--- src/design/mtd_pkg.sv ---
// ----------------------------------------------------------------------------
// mtd_pkg
// Shared constants, types and fixed-point helpers for the multi-tap delay.
// ----------------------------------------------------------------------------
`default_nettype none

package mtd_pkg;

    // Block sizing
    localparam int MAX_TAPS    = 8;
    localparam int LINE_DEPTH  = 65536;
    localparam int SAMPLE_BITS = 16;

    localparam int LINE_BITS = $clog2(LINE_DEPTH);
    localparam int TAP_BITS  = (MAX_TAPS > 1) ? $clog2(MAX_TAPS) : 1;
    localparam int CNT_BITS  = $clog2(MAX_TAPS + 1);
    localparam int ADDR_BITS = TAP_BITS + LINE_BITS;
    localparam int MEM_DEPTH = 1 << ADDR_BITS;

    // Register field widths
    localparam int TAP_COUNT_BITS = 4;
    localparam int SPACING_BITS   = 14;
    localparam int LEVEL_BITS     = 16;
    localparam int GAIN_BITS      = 16;
    localparam logic [GAIN_BITS-1:0] GAIN_ONE = GAIN_BITS'(32768);

    // Arithmetic widths
    localparam int FRAC_BITS = 15;
    localparam int WET_BITS  = SAMPLE_BITS + $clog2(MAX_TAPS);
    localparam int PROD_BITS = GAIN_BITS + 1 + WET_BITS;
    localparam int ACC_BITS  = PROD_BITS + 1;
    localparam int DLY_BITS  = LINE_BITS + 1;
    localparam int SUM_BITS  = ((DLY_BITS > SPACING_BITS) ? DLY_BITS : SPACING_BITS) + 1;

    localparam logic signed [ACC_BITS-1:0] ROUND_HALF = ACC_BITS'(1 << (FRAC_BITS - 1));
    localparam logic signed [ACC_BITS-1:0] SAT_HI     = ACC_BITS'((1 << (SAMPLE_BITS - 1)) - 1);
    localparam logic signed [ACC_BITS-1:0] SAT_LO     = -SAT_HI - ACC_BITS'(1);

    // Configuration port
    localparam int PADDR_BITS = 5;
    localparam int PDATA_BITS = 32;
    localparam int REG_IDX_BITS = 3;

    localparam logic [REG_IDX_BITS-1:0] REG_TAP_COUNT   = 3'd0;
    localparam logic [REG_IDX_BITS-1:0] REG_TAP_SPACING = 3'd1;
    localparam logic [REG_IDX_BITS-1:0] REG_DRY_LEVEL   = 3'd2;
    localparam logic [REG_IDX_BITS-1:0] REG_WET_LEVEL   = 3'd3;
    localparam logic [REG_IDX_BITS-1:0] REG_FEEDBACK    = 3'd4;

    // Effective settings after clamping
    typedef struct packed {
        logic [CNT_BITS-1:0]     taps;
        logic [SPACING_BITS-1:0] spacing;
        logic [GAIN_BITS-1:0]    dry;
        logic [GAIN_BITS-1:0]    wet;
        logic [GAIN_BITS-1:0]    fb;
    } t_cfg;

    // Delay memory access
    typedef struct packed {
        logic                   we;
        logic [ADDR_BITS-1:0]   waddr;
        logic [SAMPLE_BITS-1:0] wdata;
        logic [ADDR_BITS-1:0]   raddr;
    } t_ram_req;

    typedef enum logic [2:0] {
        S_CLEAR,
        S_IDLE,
        S_READ,
        S_WRITE,
        S_MIX_DRY,
        S_MIX_WET,
        S_DONE
    } t_state;

    // Round half up on a Q15 scaled value.
    function automatic logic signed [ACC_BITS-1:0] round_q15(
        input logic signed [ACC_BITS-1:0] v
    );
        logic signed [ACC_BITS-1:0] t;
        t = v + ROUND_HALF;
        return t >>> FRAC_BITS;
    endfunction

    function automatic logic signed [SAMPLE_BITS-1:0] sat_sample(
        input logic signed [ACC_BITS-1:0] v
    );
        logic signed [ACC_BITS-1:0] s;
        if (v > SAT_HI) begin
            s = SAT_HI;
        end else if (v < SAT_LO) begin
            s = SAT_LO;
        end else begin
            s = v;
        end
        return s[SAMPLE_BITS-1:0];
    endfunction

endpackage

`default_nettype wire

--- src/design/mtd_cfg.sv ---
// ----------------------------------------------------------------------------
// mtd_cfg
// APB register file with clamping of the effective settings.
// ----------------------------------------------------------------------------
`default_nettype none

module mtd_cfg (
    input  wire logic                              i_clk,
    input  wire logic                              i_rst_n,
    input  wire logic                              psel,
    input  wire logic                              penable,
    input  wire logic                              pwrite,
    input  wire logic [mtd_pkg::PADDR_BITS-1:0]    paddr,
    input  wire logic [mtd_pkg::PDATA_BITS-1:0]    pwdata,
    output logic      [mtd_pkg::PDATA_BITS-1:0]    prdata,
    output logic                                   pready,
    output mtd_pkg::t_cfg                          o_cfg
);

    import mtd_pkg::*;

    logic [TAP_COUNT_BITS-1:0] r_tap_count;
    logic [SPACING_BITS-1:0]   r_tap_spacing;
    logic [LEVEL_BITS-1:0]     r_dry_level;
    logic [LEVEL_BITS-1:0]     r_wet_level;
    logic [LEVEL_BITS-1:0]     r_feedback;

    logic                    wr_en;
    logic [REG_IDX_BITS-1:0] reg_idx;

    assign pready  = 1'b1;
    assign reg_idx = paddr[PADDR_BITS-1:2];
    assign wr_en   = psel & penable & pwrite & pready;

    always_ff @(posedge i_clk) begin
        if (!i_rst_n) begin
            r_tap_count   <= TAP_COUNT_BITS'(4);
            r_tap_spacing <= SPACING_BITS'(8192);
            r_dry_level   <= LEVEL_BITS'(32768);
            r_wet_level   <= LEVEL_BITS'(32768);
            r_feedback    <= '0;
        end else if (wr_en) begin
            case (reg_idx)
                REG_TAP_COUNT:   r_tap_count   <= pwdata[TAP_COUNT_BITS-1:0];
                REG_TAP_SPACING: r_tap_spacing <= pwdata[SPACING_BITS-1:0];
                REG_DRY_LEVEL:   r_dry_level   <= pwdata[LEVEL_BITS-1:0];
                REG_WET_LEVEL:   r_wet_level   <= pwdata[LEVEL_BITS-1:0];
                REG_FEEDBACK:    r_feedback    <= pwdata[LEVEL_BITS-1:0];
                default: begin
                end
            endcase
        end
    end

    always_comb begin
        case (reg_idx)
            REG_TAP_COUNT:   prdata = PDATA_BITS'(r_tap_count);
            REG_TAP_SPACING: prdata = PDATA_BITS'(r_tap_spacing);
            REG_DRY_LEVEL:   prdata = PDATA_BITS'(r_dry_level);
            REG_WET_LEVEL:   prdata = PDATA_BITS'(r_wet_level);
            REG_FEEDBACK:    prdata = PDATA_BITS'(r_feedback);
            default:         prdata = '0;
        endcase
    end

    // Gains above one count as one, a zero spacing counts as one sample.
    always_comb begin
        o_cfg.taps    = (int'(r_tap_count) > MAX_TAPS) ? CNT_BITS'(MAX_TAPS)
                                                        : CNT_BITS'(r_tap_count);
        o_cfg.spacing = (r_tap_spacing == '0) ? SPACING_BITS'(1) : r_tap_spacing;
        o_cfg.dry     = (r_dry_level > GAIN_ONE) ? GAIN_ONE : r_dry_level;
        o_cfg.wet     = (r_wet_level > GAIN_ONE) ? GAIN_ONE : r_wet_level;
        o_cfg.fb      = (r_feedback > GAIN_ONE) ? GAIN_ONE : r_feedback;
    end

endmodule

`default_nettype wire

--- config.mk ---
export PLATFORM = sky130hd
export DESIGN_NAME = mtd_cfg
export DESIGN_NICKNAME = d
export VERILOG_FILES = /design/src/design/mtd_pkg.sv /design/src/design/mtd_cfg.sv
export SDC_FILE = /design/constraint.sdc
export NUM_CORES = 1
export LEC_CHECK = 0
export CAP_MARGIN = 20
export CORE_MARGIN = 5
export CORE_UTILIZATION = 60
export DETAILED_ROUTE_END_ITERATION = 6
export DONT_BUFFER_PORTS = 1
export PLACE_DENSITY = 0.72
export SLEW_MARGIN = 20
export SYNTH_ARGS = -nofsm -noshare
export SYNTH_HDL_FRONTEND = slang
export SYNTH_SLANG_ARGS = --single-unit
--- constraint.sdc ---
create_clock -name i_clk -period 1.5 [get_ports i_clk]
set_input_delay 0.075 -clock i_clk [delete_from_list [all_inputs] [get_ports i_clk]]
set_output_delay 0.075 -clock i_clk [all_outputs]
set_load 0.02 [all_outputs]
Word level (Yosys, flattened, before mapping)
Index checks and enable logic that the tools add are counted.
{ "totals": {"input_bits": 42, "register_bits": 66, "out_inout_bits": 99, "word_cells": 28} }
{ "op_classes": {"n_eq_ne": 4, "mux": 6, "n_bitwise": 2, "reduce_logical": 7, "order_cmp": 4} }
{ "ops": {"columns": ["cell", "count"], "rows": [
  ["one-hot mux 16 bit (5 select lines)", 1],
  ["greater-than comparator 16 bit, second input constant", 3],
  ["two-way mux 16 bit", 3],
  ["zero test 14 bit", 1],
  ["two-way mux 14 bit", 1],
  ["AND reduction 2 bit", 5],
  ["== test 3 x 2 -> 1 bit, second input constant", 2],
  ["greater-than comparator 4 bit, second input constant", 1],
  ["two-way mux 4 bit", 1],
  ["== test 3 x 1 -> 1 bit, second input constant", 1],
  ["== test 3 bit, second input constant", 1],
  ["zero test 3 bit", 1],
  ["AND 1 bit", 2]
]} }

Longest topological paths before layout
Gate-level depths: netlist of run 1.
{ "logic_depth": {"ltp_word": 3, "depth_mapped": 5, "mapped_depth_nobuf": 3} }

Worst setup path after synthesis of run 1
OpenSTA, ideal clock, no wires.
{ "synth_path": {"path_type": "input to output", "startpoint": "in paddr[3] in the netlist's numbering", "endpoint": "out prdata[0] in the netlist's numbering", "slack_ns": 0.248, "n_path_buf": 2, "stages": 5, "t_arrival_ns": 1.177, "required_time_ns": 1.425, "path_cell_list": "clkbuf_2 > buf_2 > nor2_1 > a22oi_1 > o22ai_1"} }
{ "synth_between": {"elab_chain_len": 2, "elab_cells_between_ends": 6, "classes_between": "eq/ne (4); mux (1); reduce/logical (1)"} }
{ "synth_lines": {"columns": ["element", "line", "source"], "rows": [
  ["from (decl)", "mtd_cfg.sv:13", "input wire logic [mtd_pkg::PADDR_BITS-1:0] paddr,"],
  ["== test 3 bit (tied with other cells)", "mtd_cfg.sv:56", "case (reg_idx)"],
  ["one-hot mux 16 bit (5 select lines) *", "mtd_cfg.sv:56", null],
  ["to (decl)", "mtd_cfg.sv:15", "output logic [mtd_pkg::PDATA_BITS-1:0] prdata,"]
]} }
Every way passes the cells marked *; elsewhere a longest branch is shown, timed or not.

==> results of run 1 <==
[layout make-up]
type / count / area [um^2]
Tap cell: 75 / 93.8
Sequential cell: 66 / 1330
Clock buffer: 12 / 145
Multi-Input combinational cell: 285 / 1970
Clock inverter: 3 / 40.0
Timing Repair Buffer: 45 / 418
Fill cell: 461 / 1830
[metrics by stage]
| step | setup slack (ns) | hold WS [ns] | instances | total power, uW | utilization, % |
|---|---|---|---|---|---|
| 2_1_floorplan | 0.248 | 0.217 | 411 | 2060 | - |
| 3_3_place_gp | 0.314 | 0.227 | 454 | 2010 | 61.4 |
| 3_5_place_dp | 0.330 | 0.233 | 454 | 2020 | 61.4 |
| 4_1_cts | 0.00293 | 0.0000863 | 485 | 3490 | 67.9 |
| 5_1_grt | 0.000711 | 0.0160 | 486 | 3610 | 68.6 |
| 6_report | 0.0398 | 0.00269 | 486 | 3490 | 68.6 |
[kinds of logic after synthesis]
kind of cell / synth area share, %
AO/OA/AOI/OAI: 6.86
buffers and inverters: 9.69
other: 0.212
flip-flops: 37.3
AND/OR/NAND/NOR: 22.6
multiplexers: 23.3
[worst max-delay path: stages (launching register included)]
cell and delay [ns]:
dfxtp_1 0.41, nor4_1 0.33, a41o_2 0.31
[sequential cells by signal, summed over array words and instances, names as in the netlist]
name,count
r_dry_level,16
r_feedback,16
r_tap_count,4
r_tap_spacing,14
r_wet_level,16
[cells in the mapped netlist]
cell	count
mux2i_1	78
buf_2	3
nor2_1	2
nand4_1	1
nand3_1	2
conb_1	2
nor3_4	1
o22ai_1	14
nand2_1	79
nand2b_1	1
nor3b_2	1
clkbuf_2	1
and2b_1	1
nor3b_4	1
clkbuf_1	31
nor2b_2	1
buf_6	3
nand4b_4	1
nor3_2	1
o21ai_1	2
buf_4	21
nor2_4	1
dfxtp_1	66
a22oi_1	18
nor2b_1	55
nor4_1	3
buf_8	1
a41o_1	1
mux2_1	4
[routing by layer]
metal,up-vias,track usage (%),wire (um)
met3,11,6.65,771
li1,1319,-,-
met5,-,0,0
met2,121,37.0,4400
met4,0,10.1,113
met1,1400,34.4,4100
[worst paths after layout]
path,start,to
min reg2reg,r_wet_level[11]$_SDFFE_PN0P_,r_wet_level[11]$_SDFFE_PN0P_
min,i_rst_n,r_wet_level[15]$_SDFFE_PN1P_
max reg2reg,r_feedback[13]$_SDFFE_PN0P_,r_feedback[13]$_SDFFE_PN0P_
max,r_tap_spacing[1]$_SDFFE_PN0P_,o_cfg[48]
[repair_timing]
action	in CTS	in global routing
resized for setup	3	13
setup endpoints to repair	4	7
hold buffers	16	1
endpoints found under the hold margin	66	1
pin swaps	2	3
[where the power goes]
part           internal, uW  switching, uW  leakage [uW]
registers              1770           14.6      0.000533
logic                  96.1            172      0.000765
clock network           800            643     0.0000962
==> results_dict.tcl, run 1 <==
set metrics [dict create \
    status "finished, final reports clean" \
    synthToLayoutAreaGrowth_pct 12.7 \
    synth_area_leaders "dfxtp_1 (37%), mux2i_1 (22%), nor2b_1 (9.7%)" \
    fp.dieH_um 86.8 \
    fmax_ghz 0.685 \
    endpoint_kind "output port" \
    place_congestion 0.831 \
    crit_required_ns 1.42 \
    yosysWarnings 0 \
    cts.clk_slew.worst_paths_ns 0.07 \
    dp_hpwl_um 6390 \
    holdPathStages 2 \
    worst-path-max-fanout 4 \
    grt_antenna_before_repair 0 \
    min_path_type "in2reg" \
    vias 2851 \
    reg2reg_setup_slack_ns 0.34 \
    critPathArrivalTime_ns 1.39 \
    worstMarginPinSlew_ns 0.528 \
    drt_wl_total_um 9390 \
    gr-total-overflow 0 \
    drt_iter0_drc 254 \
    core-area_um2 5820 \
    viasPerCell 5.87 \
    seq_area_frac_synth_pct 37.3 \
    final_cell_mix "nand2_1 (79), mux2i_1 (78), dfxtp_1 (63), nor2b_1 (55), buf_4 (25)" \
    ir_drop_v 0.000671 \
    cts_inserted_buffers 9 \
    num-nets-final 449 \
    cts-root-buf "clkbuf_8" \
    synth-seq-cells 66 \
    syn_inst 396 \
    initial_core_util_pct 60.8 \
    setup_tns_ns 0 \
    hold_viol_final 0 \
    period_needed_ns 1.46 \
    io_pins 141 \
    drt-pass1-iter-count 4 \
    rsz0062_at_grt "false" \
    syn-cell-area_um2 3540 \
    design_area_um2 3990 \
    clkLatencyLatePin_ns 0.34 \
    htree_levels 3 \
    relSlewSlack_pct 64.6 \
    timing.final.crit_share_pct 97.3 \
    layout_commonest_cell "nand2_1" \
    clock-skew-final_ns 0 \
    track_usage_pct 25.0 \
    syn_avg_cell_area_um2 8.94 \
    cap_violations 0 \
    wl_per_cell_um 19.3 \
    placed_area_um2 3570 \
    grt_pass1_vias 2728 \
    grt_pass1_wl_um 14600 \
    num_antenna_cells 0 \
    ant_nets 0 \
    synth.distinct_cells 29 \
    powerDensity_nw_per_um2 875 \
    drive_above_1_share_pct 15.3 \
    grt_max_degree 64 \
    r2r_cells 3 \
    worstSetupStartpointType "flip-flop" \
    io_buffers 0 \
    cts_buffer_depth 2 \
    drv_slew 0 \
    clkSinkCount 66 \
    cts_setup_buffers 0 \
    path_class "reg2out" \
    cts_tree "done" \
    setup_violations 0 \
    dieArea_um2 7530 \
    synth_top_area_share_pct 37.3 \
    yosys.area.top_type "dfxtp_1" \
    fp-row-count 28 \
    die-width_um 86.8 \
    drc 0 \
    leakagePower_uw 0.00139 \
]
Note: power is estimated with default switching activity, not from simulation.
==> run 2, diff against run 1 <==
--- a/config.mk
+++ b/config.mk
@@ -6,7 +6,7 @@
 export NUM_CORES = 1
 export LEC_CHECK = 0
 export CAP_MARGIN = 20
-export CORE_MARGIN = 5
+export CORE_MARGIN = 3
 export CORE_UTILIZATION = 60
 export DETAILED_ROUTE_END_ITERATION = 6
 export DONT_BUFFER_PORTS = 1
==> results_dict.tcl, run 2 (synthesis gave the netlist of run 1 again) <==
set metrics [dict create \
    status "finished, final reports clean" \
    r2r_end "r_wet_level[3]$_SDFFE_PN0P_" \
    grt_max_degree 65 \
    ant_nets 0 \
    io_buffers 0 \
    worstMarginPinSlew_ns 0.523 \
    grt_pass1_wl_um 14200 \
    grt_antenna_before_repair 0 \
    track_usage_pct 27.9 \
    clock-skew-final_ns 0 \
    hold_end "r_wet_level[6]$_SDFFE_PN0P_" \
    reg2reg_setup_slack_ns 0.34 \
    drv_slew 0 \
    fmax_ghz 0.691 \
    holdCritStartpoint "pwdata[6]" \
    leakagePower_uw 0.00141 \
    cts_tree "done" \
    reg_top3 "r_dry_level x16, r_feedback x16, r_wet_level x16" \
    cpPeakStageDelay_ns 0.33 \
    setup_violations 0 \
    powerDensity_nw_per_um2 863 \
    synthToLayoutAreaGrowth_pct 13.7 \
    setup_tns_ns 0 \
    holdPathStages 2 \
    nFillCells 473 \
    drt_iter0_drc 172 \
    place_inst 453 \
    seq_area_um2 1330 \
    drt-pass1-iter-count 5 \
    core-area_um2 5610 \
    clkLatencyLatePin_ns 0.33 \
    final_cells 487 \
    num_antenna_cells 0 \
    worst-path-max-fanout 3 \
    min_path_type "in2reg" \
    num-nets-final 452 \
    worstPathCellList "mux2_2 > a22oi_2 > o22ai_2 > buf_4" \
    die-width_um 82.8 \
    period_needed_ns 1.45 \
    drt_wl_total_um 9380 \
    fp.dieH_um 82.8 \
    gr-total-overflow 0 \
    timing.final.crit_share_pct 96.5 \
    crit_required_ns 1.42 \
    critPathArrivalTime_ns 1.37 \
    relSlewSlack_pct 64.9 \
    vias 2851 \
    drive_above_1_share_pct 17.1 \
    clkSinkCount 66 \
    r2r_cells 3 \
    worstSetupStartpointType "flip-flop" \
    cts.clk_slew.worst_paths_ns 0.07 \
    multiInputGateArea_um2 1980 \
    htree_levels 3 \
    cts_buffer_depth 2 \
    cts-root-buf "clkbuf_8" \
    fp-row-count 27 \
    cts_inserted_buffers 9 \
    drc 0 \
    viasPerCell 5.85 \
    layout_commonest_cell "nand2_1" \
    ir_drop_v 0.000589 \
    path_class "reg2out" \
    final_cell_mix "nand2_1 (79), mux2i_1 (78), dfxtp_1 (60), nor2b_1 (55), buf_4 (28)" \
    place_congestion 0.833 \
    dieArea_um2 6860 \
    r2r_start "r_wet_level[3]$_SDFFE_PN0P_" \
    grt_pass1_vias 2693 \
    cap_violations 0 \
    initial_core_util_pct 63.1 \
    hold_viol_final 0 \
    endpoint_kind "output port" \
    hold-worst-slack_ns 0.0131 \
    wl_per_cell_um 19.3 \
    dp_hpwl_um 6270 \
    io_pins 141 \
    crit_path_top_delay_cell "dfxtp_2" \
]
run 2: routing by layer:
layer	global-route usage [%]	wire [um]	vias up
met5	0	0	-
met4	12.6	195	0
met3	7.24	738	16
met2	41.0	4240	145
met1	38.4	4210	1363
li1	-	-	1327
run 2: what timing repair did:
item,4_1_cts,5_1_grt
pin swaps,0,6
gates resized for setup,5,14
hold endpoints to repair,66,0
endpoints found under the setup margin,5,7
buffers inserted,0,0
hold buffers,18,0
run 2: metrics by stage:
step | util [%] | total power, uW | setup WS, ns | area (um^2)
6_report | 71.7 | 3470 | 0.0526 | 4020
5_1_grt | 71.7 | 3600 | -0.00954 | 4020
4_1_cts | 71.1 | 3480 | 0.00929 | 3990
3_5_place_dp | 63.8 | 2020 | 0.310 | 3580
3_3_place_gp | 63.8 | 2020 | 0.330 | 3580
2_1_floorplan | - | 2060 | 0.248 | 3590
run 2: worst max path at each step:
stage	start	end	slack (ns)	cells past startpoint
after floorplan	paddr[3]	prdata[0]	0.25	5
after global placement	r_feedback[15]$_SDFFE_PN0P_	prdata[15]	0.33	4
after detailed placement	r_feedback[15]$_SDFFE_PN0P_	prdata[15]	0.31	4
after CTS	r_wet_level[1]$_SDFFE_PN0P_	prdata[1]	0.009	4
after global routing	r_wet_level[2]$_SDFFE_PN0P_	prdata[2]	-0.01	4
final	r_wet_level[2]$_SDFFE_PN0P_	prdata[2]	0.05	4
run 2: worst max-delay path: cells and delay by family (launching register included):
kind            cells  cell delay (ns)
flops               1             0.33
mux                 1             0.28
compound gates      2             0.26
buf+inv             1             0.17
run 2: report_power, final:
part           internal [uW]  total (uW)  switching, uW
Clock                    756        1420            666
Sequential              1760        1780           15.1
Combinational           97.4         268            171
run 2: cell type report:
| class | count | share of cell area (%) |
|---|---|---|
| clock buffer | 10 | 3.17 |
| sequential | 66 | 33.0 |
| tap | 72 | 2.24 |
| clock inverter | 6 | 1.43 |
| multi-input combinational | 285 | 49.2 |
| timing repair buffer | 48 | 10.9 |
