==> src/design/mtd_pkg.sv <==
// ----------------------------------------------------------------------------
// mtd_pkg
// Shared constants, types and fixed-point helpers for the multi-tap delay.
// ----------------------------------------------------------------------------
`default_nettype none

package mtd_pkg;

    // Block sizing
    localparam int MAX_TAPS    = 8;
    localparam int LINE_DEPTH  = 65536;
    localparam int SAMPLE_BITS = 16;

    localparam int LINE_BITS = $clog2(LINE_DEPTH);
    localparam int TAP_BITS  = (MAX_TAPS > 1) ? $clog2(MAX_TAPS) : 1;
    localparam int CNT_BITS  = $clog2(MAX_TAPS + 1);
    localparam int ADDR_BITS = TAP_BITS + LINE_BITS;
    localparam int MEM_DEPTH = 1 << ADDR_BITS;

    // Register field widths
    localparam int TAP_COUNT_BITS = 4;
    localparam int SPACING_BITS   = 14;
    localparam int LEVEL_BITS     = 16;
    localparam int GAIN_BITS      = 16;
    localparam logic [GAIN_BITS-1:0] GAIN_ONE = GAIN_BITS'(32768);

    // Arithmetic widths
    localparam int FRAC_BITS = 15;
    localparam int WET_BITS  = SAMPLE_BITS + $clog2(MAX_TAPS);
    localparam int PROD_BITS = GAIN_BITS + 1 + WET_BITS;
    localparam int ACC_BITS  = PROD_BITS + 1;
    localparam int DLY_BITS  = LINE_BITS + 1;
    localparam int SUM_BITS  = ((DLY_BITS > SPACING_BITS) ? DLY_BITS : SPACING_BITS) + 1;

    localparam logic signed [ACC_BITS-1:0] ROUND_HALF = ACC_BITS'(1 << (FRAC_BITS - 1));
    localparam logic signed [ACC_BITS-1:0] SAT_HI     = ACC_BITS'((1 << (SAMPLE_BITS - 1)) - 1);
    localparam logic signed [ACC_BITS-1:0] SAT_LO     = -SAT_HI - ACC_BITS'(1);

    // Configuration port
    localparam int PADDR_BITS = 5;
    localparam int PDATA_BITS = 32;
    localparam int REG_IDX_BITS = 3;

    localparam logic [REG_IDX_BITS-1:0] REG_TAP_COUNT   = 3'd0;
    localparam logic [REG_IDX_BITS-1:0] REG_TAP_SPACING = 3'd1;
    localparam logic [REG_IDX_BITS-1:0] REG_DRY_LEVEL   = 3'd2;
    localparam logic [REG_IDX_BITS-1:0] REG_WET_LEVEL   = 3'd3;
    localparam logic [REG_IDX_BITS-1:0] REG_FEEDBACK    = 3'd4;

    // Effective settings after clamping
    typedef struct packed {
        logic [CNT_BITS-1:0]     taps;
        logic [SPACING_BITS-1:0] spacing;
        logic [GAIN_BITS-1:0]    dry;
        logic [GAIN_BITS-1:0]    wet;
        logic [GAIN_BITS-1:0]    fb;
    } t_cfg;

    // Delay memory access
    typedef struct packed {
        logic                   we;
        logic [ADDR_BITS-1:0]   waddr;
        logic [SAMPLE_BITS-1:0] wdata;
        logic [ADDR_BITS-1:0]   raddr;
    } t_ram_req;

    typedef enum logic [2:0] {
        S_CLEAR,
        S_IDLE,
        S_READ,
        S_WRITE,
        S_MIX_DRY,
        S_MIX_WET,
        S_DONE
    } t_state;

    // Round half up on a Q15 scaled value.
    function automatic logic signed [ACC_BITS-1:0] round_q15(
        input logic signed [ACC_BITS-1:0] v
    );
        logic signed [ACC_BITS-1:0] t;
        t = v + ROUND_HALF;
        return t >>> FRAC_BITS;
    endfunction

    function automatic logic signed [SAMPLE_BITS-1:0] sat_sample(
        input logic signed [ACC_BITS-1:0] v
    );
        logic signed [ACC_BITS-1:0] s;
        if (v > SAT_HI) begin
            s = SAT_HI;
        end else if (v < SAT_LO) begin
            s = SAT_LO;
        end else begin
            s = v;
        end
        return s[SAMPLE_BITS-1:0];
    endfunction

endpackage

`default_nettype wire

==> src/design/mtd_mul.sv <==
// ----------------------------------------------------------------------------
// mtd_mul
// Shared registered multiplier: unsigned Q1.15 gain times a signed value.
// ----------------------------------------------------------------------------
`default_nettype none

module mtd_mul (
    input  wire logic                               i_clk,
    input  wire logic                               i_en,
    input  wire logic        [mtd_pkg::GAIN_BITS-1:0] i_gain,
    input  wire logic signed [mtd_pkg::WET_BITS-1:0]  i_val,
    output logic signed      [mtd_pkg::PROD_BITS-1:0] o_prod
);

    import mtd_pkg::*;

    logic signed [PROD_BITS-1:0] r_prod;

    // The product holds while the unit is not enabled.
    always_ff @(posedge i_clk) begin
        if (i_en) begin
            r_prod <= $signed({1'b0, i_gain}) * i_val;
        end
    end

    assign o_prod = r_prod;

endmodule

`default_nettype wire

==> src/design/mtd_core.sv <==
// ----------------------------------------------------------------------------
// mtd_core
// Sequencer that walks the taps through the delay memory and the shared
// multiplier, then mixes dry and wet parts into the output register.
// ----------------------------------------------------------------------------
`default_nettype none

module mtd_core (
    input  wire logic                               i_clk,
    input  wire logic                               i_rst_n,
    input  wire mtd_pkg::t_cfg                      i_cfg,
    input  wire logic                               i_s_valid,
    output logic                                    o_s_ready,
    input  wire logic [mtd_pkg::SAMPLE_BITS-1:0]    i_s_data,
    output logic                                    o_m_valid,
    input  wire logic                               i_m_ready,
    output logic      [mtd_pkg::SAMPLE_BITS-1:0]    o_m_data,
    output mtd_pkg::t_ram_req                       o_ram,
    input  wire logic [mtd_pkg::SAMPLE_BITS-1:0]    i_ram_rdata
);

    import mtd_pkg::*;

    t_state                         r_state, n_state;
    logic [ADDR_BITS-1:0]           r_clr, n_clr;
    logic [LINE_BITS-1:0]           r_wp, n_wp;
    logic signed [SAMPLE_BITS-1:0]  r_x, n_x;
    logic signed [WET_BITS-1:0]     r_wet, n_wet;
    logic [CNT_BITS-1:0]            r_k, n_k;
    logic [DLY_BITS-1:0]            r_delay, n_delay;
    logic signed [ACC_BITS-1:0]     r_acc, n_acc;
    logic [SAMPLE_BITS-1:0]         r_out, n_out;
    logic                           r_out_valid, n_out_valid;

    logic                           mul_en;
    logic [GAIN_BITS-1:0]           mul_gain;
    logic signed [WET_BITS-1:0]     mul_val;
    logic signed [PROD_BITS-1:0]    prod;

    logic [SUM_BITS-1:0]            delay_sum;
    logic [SUM_BITS-1:0]            spacing_ext;
    logic [DLY_BITS-1:0]            delay_step;
    logic [DLY_BITS-1:0]            delay_first;
    logic [DLY_BITS-1:0]            wp_ext;
    logic [DLY_BITS-1:0]            rd_full;
    logic [LINE_BITS-1:0]           wp_inc;
    logic [TAP_BITS-1:0]            tap_idx;
    logic signed [SAMPLE_BITS-1:0]  fb_sample;
    logic signed [ACC_BITS-1:0]     mix_sum;

    mtd_mul u_mul (
        .i_clk  (i_clk),
        .i_en   (mul_en),
        .i_gain (mul_gain),
        .i_val  (mul_val),
        .o_prod (prod)
    );

    // Tap delays grow by one spacing per tap and stop at the line length.
    assign spacing_ext = SUM_BITS'(i_cfg.spacing);
    assign delay_sum   = SUM_BITS'(r_delay) + spacing_ext;
    assign delay_step  = (delay_sum > SUM_BITS'(LINE_DEPTH)) ? DLY_BITS'(LINE_DEPTH)
                                                             : delay_sum[DLY_BITS-1:0];
    assign delay_first = (spacing_ext > SUM_BITS'(LINE_DEPTH)) ? DLY_BITS'(LINE_DEPTH)
                                                               : spacing_ext[DLY_BITS-1:0];

    assign wp_ext  = DLY_BITS'(r_wp);
    assign rd_full = (wp_ext >= r_delay) ? (wp_ext - r_delay)
                                         : (wp_ext + DLY_BITS'(LINE_DEPTH) - r_delay);
    assign wp_inc  = (r_wp == LINE_BITS'(LINE_DEPTH - 1)) ? '0 : r_wp + LINE_BITS'(1);
    assign tap_idx = r_k[TAP_BITS-1:0];

    assign fb_sample = sat_sample(ACC_BITS'(r_x) + round_q15(ACC_BITS'(prod)));
    assign mix_sum   = r_acc + ACC_BITS'(prod);

    always_comb begin
        n_state     = r_state;
        n_clr       = r_clr;
        n_wp        = r_wp;
        n_x         = r_x;
        n_wet       = r_wet;
        n_k         = r_k;
        n_delay     = r_delay;
        n_acc       = r_acc;
        n_out       = r_out;
        n_out_valid = r_out_valid;

        mul_en   = 1'b0;
        mul_gain = i_cfg.fb;
        mul_val  = r_wet;

        o_ram.we    = 1'b0;
        o_ram.waddr = {tap_idx, r_wp};
        o_ram.wdata = fb_sample;
        o_ram.raddr = {tap_idx, rd_full[LINE_BITS-1:0]};

        o_s_ready = (r_state == S_IDLE);

        if (r_out_valid && i_m_ready) begin
            n_out_valid = 1'b0;
        end

        case (r_state)
            S_CLEAR: begin
                o_ram.we    = 1'b1;
                o_ram.waddr = r_clr;
                o_ram.wdata = '0;
                n_clr       = r_clr + ADDR_BITS'(1);
                if (r_clr == '1) begin
                    n_state = S_IDLE;
                end
            end
            S_IDLE: begin
                if (i_s_valid) begin
                    n_x     = i_s_data;
                    n_wet   = '0;
                    n_k     = '0;
                    n_delay = delay_first;
                    n_state = (i_cfg.taps == '0) ? S_MIX_DRY : S_READ;
                end
            end
            S_READ: begin
                // Feedback product uses the wet sum of the earlier taps.
                mul_en = 1'b1;
                n_state = S_WRITE;
            end
            S_WRITE: begin
                // The line was read in S_READ, so a full-length delay
                // still returns the old sample at the write position.
                o_ram.we = 1'b1;
                n_wet    = r_wet + WET_BITS'(signed'(i_ram_rdata));
                n_k      = r_k + CNT_BITS'(1);
                n_delay  = delay_step;
                n_state  = (r_k + CNT_BITS'(1) == i_cfg.taps) ? S_MIX_DRY : S_READ;
            end
            S_MIX_DRY: begin
                mul_en   = 1'b1;
                mul_gain = i_cfg.dry;
                mul_val  = WET_BITS'(r_x);
                n_state  = S_MIX_WET;
            end
            S_MIX_WET: begin
                mul_en   = 1'b1;
                mul_gain = i_cfg.wet;
                mul_val  = r_wet;
                n_acc    = ACC_BITS'(prod);
                n_state  = S_MIX_WET == r_state ? S_DONE : r_state;
            end
            S_DONE: begin
                if (!r_out_valid || i_m_ready) begin
                    n_out       = sat_sample(round_q15(mix_sum));
                    n_out_valid = 1'b1;
                    n_wp        = wp_inc;
                    n_state     = S_IDLE;
                end
            end
            default: begin
                n_state = S_IDLE;
            end
        endcase
    end

    always_ff @(posedge i_clk) begin
        if (!i_rst_n) begin
            r_state     <= S_CLEAR;
            r_clr       <= '0;
            r_wp        <= '0;
            r_k         <= '0;
            r_out_valid <= 1'b0;
        end else begin
            r_state     <= n_state;
            r_clr       <= n_clr;
            r_wp        <= n_wp;
            r_k         <= n_k;
            r_out_valid <= n_out_valid;
        end
    end

    always_ff @(posedge i_clk) begin
        r_x     <= n_x;
        r_wet   <= n_wet;
        r_delay <= n_delay;
        r_acc   <= n_acc;
        r_out   <= n_out;
    end

    assign o_m_valid = r_out_valid;
    assign o_m_data  = r_out;

endmodule

`default_nettype wire

==> config.mk <==
export PLATFORM = sky130hd
export DESIGN_NAME = mtd_core
export DESIGN_NICKNAME = d
export VERILOG_FILES = /design/src/design/mtd_pkg.sv /design/src/design/mtd_mul.sv /design/src/design/mtd_core.sv
export SDC_FILE = /design/constraint.sdc
export NUM_CORES = 1
export LEC_CHECK = 0
export ABC_CLOCK_PERIOD_IN_PS = 10100
export BUFFER_PORTS_ARGS = -buffer_cell sky130_fd_sc_hd__clkbuf_2
export CAP_MARGIN = 20
export CORE_ASPECT_RATIO = 0.5
export CORE_MARGIN = 5
export CORE_UTILIZATION = 61
export CTS_CLUSTER_DIAMETER = 150
export DETAILED_ROUTE_END_ITERATION = 16
export PLACE_DENSITY = 0.85
export SLEW_MARGIN = 10
export SYNTH_ARGS = -nofsm -noshare
export SYNTH_HDL_FRONTEND = slang
export SYNTH_SLANG_ARGS = --single-unit
export TNS_END_PERCENT = 5
==> constraint.sdc <==
create_clock -name i_clk -period 10.1 [get_ports i_clk]
set_clock_uncertainty 0.05 [all_clocks]
set_input_delay 1.01 -clock i_clk [delete_from_list [all_inputs] [get_ports i_clk]]
set_output_delay 1.01 -clock i_clk [all_outputs]
set_load 0.03 [all_outputs]
== Word level (Yosys, flattened, before mapping) ==
Cells that the tools add are included.
Widths: inputs -> output; s select.

* Bits in registers: 183
* Bits of input ports: 102

* $mul: 1
* Reductions and logical operators: 12
* Add/sub/neg operators: 12
* Muxes and demuxes: 28
* $lt $le $gt $ge: 7
* Equal/unequal tests: 14

{| class="wikitable"
|+ Operators with widths
! cell !! number
|-
| $mux 16 || 5
|-
| $mux 17 || 3
|-
| $mux 19 || 2
|-
| $pmux 19 s2 || 1
|-
| $add 36x16->37 const B || 1
|-
| $add 36x36->37 || 1
|-
| $add 37x16->37 const B || 1
|-
| $mul 17x19->36 || 1
|-
| $mux 35 || 1
|-
| $pmux 17 s2 || 1
|-
| $add 16x1->16 const B || 2
|-
| $pmux 16 s2 || 1
|-
| $sub 16x16->16 || 2
|-
| $add 16x22->23 || 1
|-
| $gt 23x16->1 const B || 1
|-
| $lt 23x16->1 const B || 1
|-
| $gt 22x16->1 const B || 1
|-
| $lt 22x16->1 const B || 1
|-
| $pmux 3 s7 || 1
|-
| $add 19x1->19 const B || 1
|-
| $add 19x16->19 || 1
|-
| $eq 19x19->1 const B || 1
|-
| $add 17x14->18 || 1
|-
| $gt 18x17->1 const B || 1
|-
| other kinds (24) || 41
|}

== Longest topological paths before layout ==
* Depth in word-level cells: 6
* Depth in mapped cells: 32
* Depth with buffers taken out: 30

== Hierarchy ==
From an unflattened synthesis, not the netlist that was laid out.

* Cell total of the unflattened synthesis: 2660
* Area, all modules: 24644.9 sq um

{| class="wikitable"
|+ Modules (own cells, without submodules)
! module !! seq. area each (sq um) !! cells each !! instances !! area an instance (sq um)
|-
| mtd_mul || 1081.0 || 1356 || 1 || 12733.5
|-
| mtd_core || 3983.8 || 1304 || 1 || 11911.4
|}

== Worst setup path after synthesis ==
OpenSTA, ideal clock, no wires.

* Path type: flip-flop to flip-flop
* Start point: register r_state[2]
* End point: register u_mul.r_prod[34] (netlist: u_mul.o_prod[34]) (data pin)
* Clock period less this slack: 9.091 ns
* Data arrival time: 8.775 ns
* Cell stages (with the launch flop): 25
* Path slack: 1.009 ns
* Path buffers: 3
* Data required time: 9.785 ns
* Path through: dfxtp_1 > clkinv_1 > nor3_1 > clkbuf_1 > a22oi_1 > a21oi_1 > buf_2 > nand2_1 > fa_1 > inv_1 > fa_1 > fa_1 > fa_1 > fa_1 > inv_1 > fa_1 > inv_1 > ha_1 > clkbuf_1 > o21ai_0 > a21oi_1 > a221o_1 > a31oi_1 > nor3_1 > or3_1

* Longest elaborated chain between the ends: 3
* Elaborated cells on any way between the ends: 5
* Classes of those cells: mul (1); eq/ne (2); mux (2)

{| class="wikitable"
|+ RTL lines
! element !! line !! source
|-
| start, declared || mtd_core.sv:24 || <nowiki>t_state r_state, n_state;</nowiki>
|-
| start signal, assigned || mtd_core.sv:171 || <nowiki>r_state <= n_state;</nowiki>
|-
| $eq 3x3->1 || mtd_core.sv:103 || <nowiki>case (r_state)</nowiki>
|-
| $pmux 16 s2 or $mux 19 (tied branches) || mtd_core.sv:103 ||
|-
| $mul 17x19->36 * || mtd_mul.sv:22 || <nowiki>r_prod <= $signed({1'b0, i_gain}) * i_val;</nowiki>
|-
| end signal, assigned || mtd_mul.sv:22 ||
|-
| end, declared || mtd_mul.sv:17 || <nowiki>logic signed [PROD_BITS-1:0] r_prod;</nowiki>
|}

Mark *: on every way between the ends. The rest lies on a longest branch, timed or not.
A chain may end at the register's enable or synchronous reset.

== Final worst setup path ==
Same ends and word-level chain as after synthesis.

==> key figures <==
Final layout
  • Filler instances: 3,026
  • Post-Layout Cell Count: 3,360
  • Flip-flop and latch area: 5060 um2
  • Syn-to-layout area delta: 8.63%
  • Nets: 3,463
  • Post-route cell area: 26,200 um2
  • Ratio of cells with drive above 1 in the final layout: 9.30%
  • Multi-input gate area: 17,000 um2

Pwr
  • Leakage: 12.8 nW
  • Power per Cell Area: 172 nW/um2
  • Peak supply drop: 344 uV
  • Total Power: 0.00450 W

Clock network
  • CTS Buf Count: 17
  • Hold-fix buffers, CTS: 0
  • Clk slew on worst S/H paths: 0.08 ns
  • TritonCTS clock tree: yes
  • Clock net sink count: 183
  • CTS max path bufs: 2
  • Quantity of gates resized following cts: 0
  • Worst-Skew Late Latency: 0.47 ns
  • # H-tree levels: 4
  • Post-CTS Setup Inserts: 0
  • Root Driver: clkbuf_16

Timing
  • Slew Limit Headroom: 27.2%
  • Final hold violation count: 0
  • Final setup fails: 0
  • RSZ-0062 raised after global routing: false
  • Worst-Margin Slew: 1.06 ns
  • Final TNS setup: 0 ns
  • Tcrit/Tclk final: 84.5%
  • Max Clk Rate: 117 MHz
  • Final min period: 8.54 ns
  • Max Transition Viols Final: 0

Setup path
  • Reg-to-reg slack, setup: 1.56 ns
  • Worst setup path class: reg -> reg
  • CP endpoint kind: register
  • Req. time, crit path: 10.27 ns
  • CP arrival: 8.70 ns
  • CP peak stage delay: 0.61 ns
  • Critical Path Fanout Max: 37
  • Cell mode on critical path: fa_1
  • Worst path slowest cell: fa_1
  • Critical path launch point type: register

Global route
  • Largest net degree at the start of global routing: 57
  • Vias in the first global route: 20,199
  • First-pass GRT wire length: 102 mm
  • Gr usage total: 29.2%
  • Initial antenna violation count: 0
  • GRT Residual Overflow: 0

Yosys
  • Register area share after synthesis: 21.0%
  • Top-count cell post-synth: inv_1
  • Post-synth ARST share: 0%
  • Synth Instances: 2,664
  • Ranking of synthesized cells by area: fa_1 26%, edfxtp_1 17%, ha_1 12%
  • Yosys warnings: 0
  • Mapped Area: 24,100 um2
  • Post-synth EDFFs: 140
  • Area leader, netlist: fa_1
  • Post-synth top cells: 466 x inv_1, 362 x nand2_1, 311 x fa_1, 234 x ha_1, 220 x nor2_1
  • FF+latch count, synth: 183
  • Yosys top cell area share: 25.9%
  • Unique masters post-synth: 72
  • Avg Inst Size Synth: 9.04 um2
  • Top_reg_cell synth: edfxtp_1
  • Net count after synthesis: 3,311

Hold path
  • Hold WC Path Type: reg -> reg

Detailed routing
  • Number of remaining DRC errors: 0
  • Routed Antenna Nets: 0
  • Starting DRC count in detailed routing: 1,497
  • WL/cell: 18.6 um
  • DR pass1 iterations: 6
  • Via density: 5.80
  • Vias: 19,491
  • Wirelength, routed: 62.6 mm

Placed design
  • Routability cong.: 0.967
  • HPWL Detailed: 50.6 mm
  • Placed Area: 25,600 um2
  • PortBufs: 174
  • Placed cell count: 3,327

Die
  • I/O pins: 175
  • Die Area: 43,800 um2
  • Initial Util: 61.9%
  • Total core area: 38,900 um2
  • Die Span X: 291 um
  • Row count: 51
  • Die height: 150 um

Outcome
  • Run status: complete, no violations

Run
  • Max_cap viols: 0
[worst max-delay path: cells and delay by family, from the launching register on]
kind            cells  cell delay (ns)
flops               1             0.49
fa+ha+maj           7             3.58
compound gates      9             2.05
buf+inv             6             1.18
simple gates        5             0.91
[state kept, by name (all words and copies together) (netlist names)]
signal,flops
o_m_valid,1
r_clr,19
r_state,3
r_x,16
o_m_data,16
r_acc,36
r_k,4
r_wp,16
r_delay,17
r_wet,19
u_mul.o_prod,36
[worst paths after layout]
check	from	to	cells after the start
max	r_state[2]	u_mul.o_prod[34]	27
min	u_mul.o_prod[10]	r_acc[10]	0
max reg2reg	r_state[2]	u_mul.o_prod[34]	27
min reg2reg	u_mul.o_prod[10]	r_acc[10]	0
[power by group]
group / switching, W / internal, W / total (W) / leakage (nW)
clock: 0.000343 / 0.000338 / 0.000681 / 0.293
combinational: 0.00168 / 0.00119 / 0.00287 / 10.9
sequential: 0.00000122 / 0.000948 / 0.000949 / 1.62
[per-stage QoR]
step	setup WS [ns]	hold slack [ns]	utilization, %
5_1_grt	1.15	0.425	67.2
3_3_place_gp	1.99	0.393	65.7
3_5_place_dp	1.80	0.406	65.7
2_1_floorplan	1.01	0.376	-
6_report	1.56	0.425	67.2
4_1_cts	1.70	0.414	67.2
[routing by layer]
metal,vias up,share of wire (%),GRT usage [%]
li1,8919,-,-
met1,9475,39,35.8
met2,858,48,50.3
met3,239,7.3,4.91
met4,0,5.9,15.8
met5,-,0,0
[final cells by class]
type / count / area share (%)
timing repair buffer: 203 / 4.21
multi-input combinational: 1944 / 65.0
inverter: 467 / 6.70
tap: 530 / 2.54
antenna: 1 / 0.00957
clock buffer: 17 / 1.63
sequential: 183 / 19.4
clock inverter: 15 / 0.574
[placed cells by master, fill, tap and decap left out, types with 28 or more instances in the layout]
cell type / n
and2_1: 39
buf_4: 28
nor2b_1: 28
edfxtp_1: 140
xor2_1: 54
nor3_1: 34
dfxtp_1: 43
inv_1: 466
a21oi_1: 109
nand3_1: 40
xnor2_1: 117
ha_1: 234
nand2_1: 362
o21ai_0: 80
nor2_1: 220
clkbuf_2: 174
a21o_1: 62
fa_1: 311
[kinds of logic (layout without fill, tap and decap cells)]
kind of cell	after synthesis	after routing	synth area share, %
XOR/XNOR	171	171	6.22
AO/OA/AOI/OAI	393	393	10.6
adder cells (fa/ha/maj)	545	545	38.0
flip-flops	183	183	21.0
AND/OR/NAND/NOR	819	819	15.0
other	0	1	0
buffers and inverters	537	702	8.52
multiplexers	16	16	0.665
Note: power is estimated with default switching activity, not from simulation.
